## src/hdl/ofa_sqrt_pipe.sv

```systemverilog
// Pipelined floor square root, one result bit per register stage.
// Carries a sideband vector alongside; standalone, no package use.
module ofa_sqrt_pipe #(
	parameter int VW = 48,
	parameter int PW = 8
) (
	input  logic              clk,
	input  logic              arst_n,
	input  logic              en,
	input  logic              in_valid,
	input  logic [VW-1:0]     in_val,
	input  logic [PW-1:0]     in_side,
	output logic              out_valid,
	output logic [VW/2-1:0]   out_root,
	output logic [PW-1:0]     out_side
);

	localparam int RW = VW / 2;

	logic [RW+1:0] rem_s  [0:RW];
	logic [RW-1:0] root_s [0:RW];
	logic [VW-1:0] rest_s [0:RW];
	logic [PW-1:0] side_s [0:RW];
	logic          vld_s  [0:RW];

	assign rem_s[0]  = '0;
	assign root_s[0] = '0;
	assign rest_s[0] = in_val;
	assign side_s[0] = in_side;
	assign vld_s[0]  = in_valid;

	for (genvar k = 0; k < RW; k++) begin : g_stage
		logic [RW+3:0] cur;
		logic [RW+3:0] trial;
		logic          take;

		always_comb begin
			cur   = {rem_s[k], rest_s[k][VW-1 -: 2]};
			trial = {2'b00, root_s[k], 2'b01};
			take  = cur >= trial;
		end

		always_ff @(posedge clk or negedge arst_n) begin
			if (!arst_n) begin
				vld_s[k+1] <= 1'b0;
			end else if (en) begin
				vld_s[k+1] <= vld_s[k];
			end
		end

		always_ff @(posedge clk) begin
			if (en) begin
				rem_s[k+1]  <= take ? (RW+2)'(cur - trial) : (RW+2)'(cur);
				root_s[k+1] <= {root_s[k][RW-2:0], take};
				rest_s[k+1] <= {rest_s[k][VW-3:0], 2'b00};
				side_s[k+1] <= side_s[k];
			end
		end
	end

	assign out_valid = vld_s[RW];
	assign out_root  = root_s[RW];
	assign out_side  = side_s[RW];

endmodule

```

## config.mk

```make
export PLATFORM = sky130hd
export DESIGN_NAME = ofa_sqrt_pipe
export DESIGN_NICKNAME = d
export VERILOG_FILES = /design/src/hdl/ofa_sqrt_pipe.sv
export SDC_FILE = /design/constraint.sdc
export NUM_CORES = 2
export LEC_CHECK = 0
export BUFFER_PORTS_ARGS = -buffer_cell sky130_fd_sc_hd__buf_4
export CAP_MARGIN = 40
export CORE_UTILIZATION = 55
export CTS_CLUSTER_SIZE = 40
export DETAILED_ROUTE_END_ITERATION = 10
export PLACE_DENSITY = 0.67
export SETUP_SLACK_MARGIN = 0.15
export SYNTH_ARGS = -nofsm -noshare
export SYNTH_HDL_FRONTEND = slang
export SYNTH_SLANG_ARGS = --single-unit
```

## constraint.sdc

```tcl
create_clock -name clk -period 4 [get_ports clk]
set_clock_uncertainty 0.05 [all_clocks]
set_input_delay 0.8 -clock clk [delete_from_list [all_inputs] [get_ports clk]]
set_output_delay 0.8 -clock clk [all_outputs]
set_load 0.005 [all_outputs]
```

==> results.md <==
* Status: finished clean
* Post-synth cell types at 90
* Top_reg_cell synth: edfxtp_1
* Num rows at between 100 and 150
* Clock sink count at ~1600
* Clock slew at reported path FFs at ~0.06 ns
* Initial Util at 55.51%
* Number of fillers in the final layout at 9805
* Worst setup SP type: flip-flop
* Class of the worst hold path: in2reg
* FMAX at between 200 and 300 MHz
* Synth area leaders: edfxtp_1 (67%), ha_1 (5.7%), xnor2_1 (3.2%)
* Syn Nets at around 5600
* Worst EP required at around 4.5 ns
* Drt initial violations at 2483
* Post-route minimum period at roughly 3.6 ns
* Chip Height at between 300 and 400 um
* Antenna-violating nets left at 0
* Slew @ Worst Pin at between 0.7 and 0.8 ns
* Routability Congestion at 0.8608
* Setup CP Type: reg2reg
* Warnings, synthesis at 0
* TritonCTS clock tree: yes
* Tcrit/Tclk final at about nine tenths
* Worst stage delay on the critical path at 0.49 ns
* Syn avg cell area at between 10 and 15 um^2
* Clock buffer depth at 3
* Gate Count Post-Synth at ~5200
* Worst VDD drop at about 0.00042 V
* Synth Register Bits at ~1600
* Die ar. at 132500 um^2
* Worst EP arrival at 4.08 ns
* Total gr overflow at 0
* Number of global-route vias before repair at around 39000
* Share of layout cells above drive strength 1 at 9.652%
* CP max stage cell: or4_1
* Sequential share of the synthesized area at between 60% and 70%
* H-tree depth at 4
* PwrDens at about 550 nW/um^2
* Clk_lat worst skew at about 0.79 ns
* RSZ-0062 raised after global routing: no
* Final core utilization at 62.43%
* Total power at 44.44 mW
* Area leader, netlist: edfxtp_1
* Num CTS Buffers at approximately 170
* Final setup fails at 0
* CP max FO at 21
* Post-Route WL at 120900 um
* Slew headroom at 47.16%
* Yosys top cell area share at between 60 and 70%
* Critical path buffer and inverter count at 2
* Via count at approximately 40000
* Diode count at 0
* Area grow syn2layout at 12.47%
* MaxCap Viol Count at 0
* Post-place setup slack at roughly 0.28 ns
* Core area at between 100000 and 150000 um^2
* CTS root buffer: clkbuf_16
* # Post-CTS Setup Buffers at 0
* Top delay family on crit path: simple AND/OR/NAND/NOR gates
* CP Capture Type: flip-flop
* DR pass1 iterations at 6
* CP Cell Sequence: ha_1 > nor2b_1 > o2111a_1 > nor3_1 > nor2_1 > or4_1 > a21o_1 > buf_4 > buf_4 > nor2_1 > a21oi_1
* Hold Fails Final Rpt at 0
* Initial antenna violation count at 0
* Routed len/inst at approximately 16 um
* IO Pins at 93
* Drt drc at 0
* Fin Hold WS at approximately 0.12 ns
* Slew Viols, Final at 0
* Placed wire-length estimate at between 80000 and 90000 um
* Fin worst setup slack at 0.3865 ns
* Synthesized area at 72060 um^2
* Die Wd at between 300 and 400 um
* First-pass GRT wire length at approximately 200000 um
* Total GRT Usage at between 15 and 20%
* Via density at 5.440
* Post-route setup TNS at 0 ns
* Post-synth EDFFs at 1607
* Leak Pwr at 31.08 nW
* Largest net degree at the start of global routing at 113
* Synth async-reset ratio at between 1 and 1.5%
* Count of input and output buffers at around 90
* Final net count at 5877
==> cells in the final DEF, fill, tap and decap left out, types with 29 or more instances in the layout <==
master,instances
xor2_1,195
nand3_1,80
nor2b_1,60
nor4_1,62
clkinv_1,29
a21oi_1,312
edfxtp_1,1607
clkbuf_1,41
buf_4,153
a21o_1,106
nand2b_1,78
a211oi_1,31
o21a_1,66
nor3_1,135
or3_1,49
inv_1,390
ha_1,326
nand2_1,306
mux2_2,71
nand4_1,58
o21ai_0,215
xnor2_1,264
clkbuf_16,171
nor2_1,339
==> registers in the layout, indices dropped and copies added (netlist names) <==
register	flops
out_side	8
rest_s	506
vld_s	23
g_stage.trial	276
g_stage.cur	609
side_s	184
out_root	24
out_valid	1
==> Yosys cell counts, types with 7 or more instances <==
library cell	number
edfxtp_1	1607
inv_1	390
nor2_1	340
ha_1	326
a21oi_1	312
nand2_1	306
xnor2_1	264
o21ai_0	215
xor2_1	195
nor3_1	135
a21o_1	106
nand3_1	80
nand2b_1	78
mux2_2	71
o21a_1	66
clkbuf_1	63
nor4_1	62
nor2b_1	61
nand4_1	58
or3_1	49
a211oi_1	31
and3_1	28
o31ai_1	28
or2_2	28
a31oi_1	25
dfrtp_1	24
o21bai_1	24
or4_1	22
nand3b_1	16
a21boi_0	14
and2_1	14
o21ai_1	14
o211ai_1	12
buf_1	9
nor3b_1	9
buf_4	8
o31a_1	8
buf_2	7
nand4b_1	7
==> per-stage QoR <==
stage,std cells,area [um^2]
after global routing,7368,81050
final,7368,81050
after global placement,7063,75480
after CTS,7368,81040
after detailed placement,7063,75480
after floorplan,5236,72060
==> report_power, final <==
part / total (mW) / switching [mW] / internal, mW / leakage (nW)
Clock: 15.4 / 6.38 / 8.98 / 2.68
Sequential: 22.3 / 1.09 / 21.2 / 15.7
Combinational: 6.77 / 3.74 / 3.03 / 12.7
==> per-layer routing <==
metal	vias up	part of all wire, %	track usage (%)
li1	19900	-	-
met1	19190	44	23.88
met2	736	49	31.17
met3	260	3.9	3.064
met4	0	2.9	6.395
met5	-	0	0
==> path summary, 6_finish.rpt <==
path	start	endpoint	slack, ns	cells past startpoint
max in group asynchronous	arst_n	vld_s[9]	3.25	2
min	in_val[40]	rest_s[1146]	0.12	1
min reg2reg	rest_s[887]	rest_s[841]	0.35	0
min in group asynchronous	arst_n	vld_s[12]	0.41	2
max reg2reg	g_stage[21].cur[2]	g_stage[22].cur[4]	0.39	11
max	g_stage[21].cur[2]	g_stage[22].cur[4]	0.39	11
==> cell families after synthesis <==
| group | count (synthesis) | share of synthesized area, % |
|---|---|---|
| multiplexers | 81 | 1.255 |
| buffers and inverters | 482 | 2.577 |
| adder cells (fa/ha/maj) | 326 | 5.660 |
| AND/OR/NAND/NOR | 1330 | 9.218 |
| flip-flops | 1631 | 67.80 |
| XOR/XNOR | 459 | 5.579 |
| AO/OA/AOI/OAI | 926 | 7.905 |
| other | 1 | 0.005204 |
==> area by class of cell <==
cell class / instances / area [um^2] / area share [%]
Clock buffer: 217 / 4502 / 5.555
Multi-Input combinational cell: 3123 / 21400 / 26.41
Timing Repair Buffer: 175 / 1587 / 1.958
Inverter: 393 / 1475 / 1.820
Tap cell: 1742 / 2180 / 2.689
Clock inverter: 87 / 1045 / 1.289
Sequential cell: 1631 / 48860 / 60.28
==> repair_timing <==
item / in CTS / in global routing
endpoints found under the setup margin: 0 / 14
hold endpoints to repair: 24 / 0
resized for setup: 0 / 2
hold buffers: 1 / 0
(Power assumes the default switching activity.)
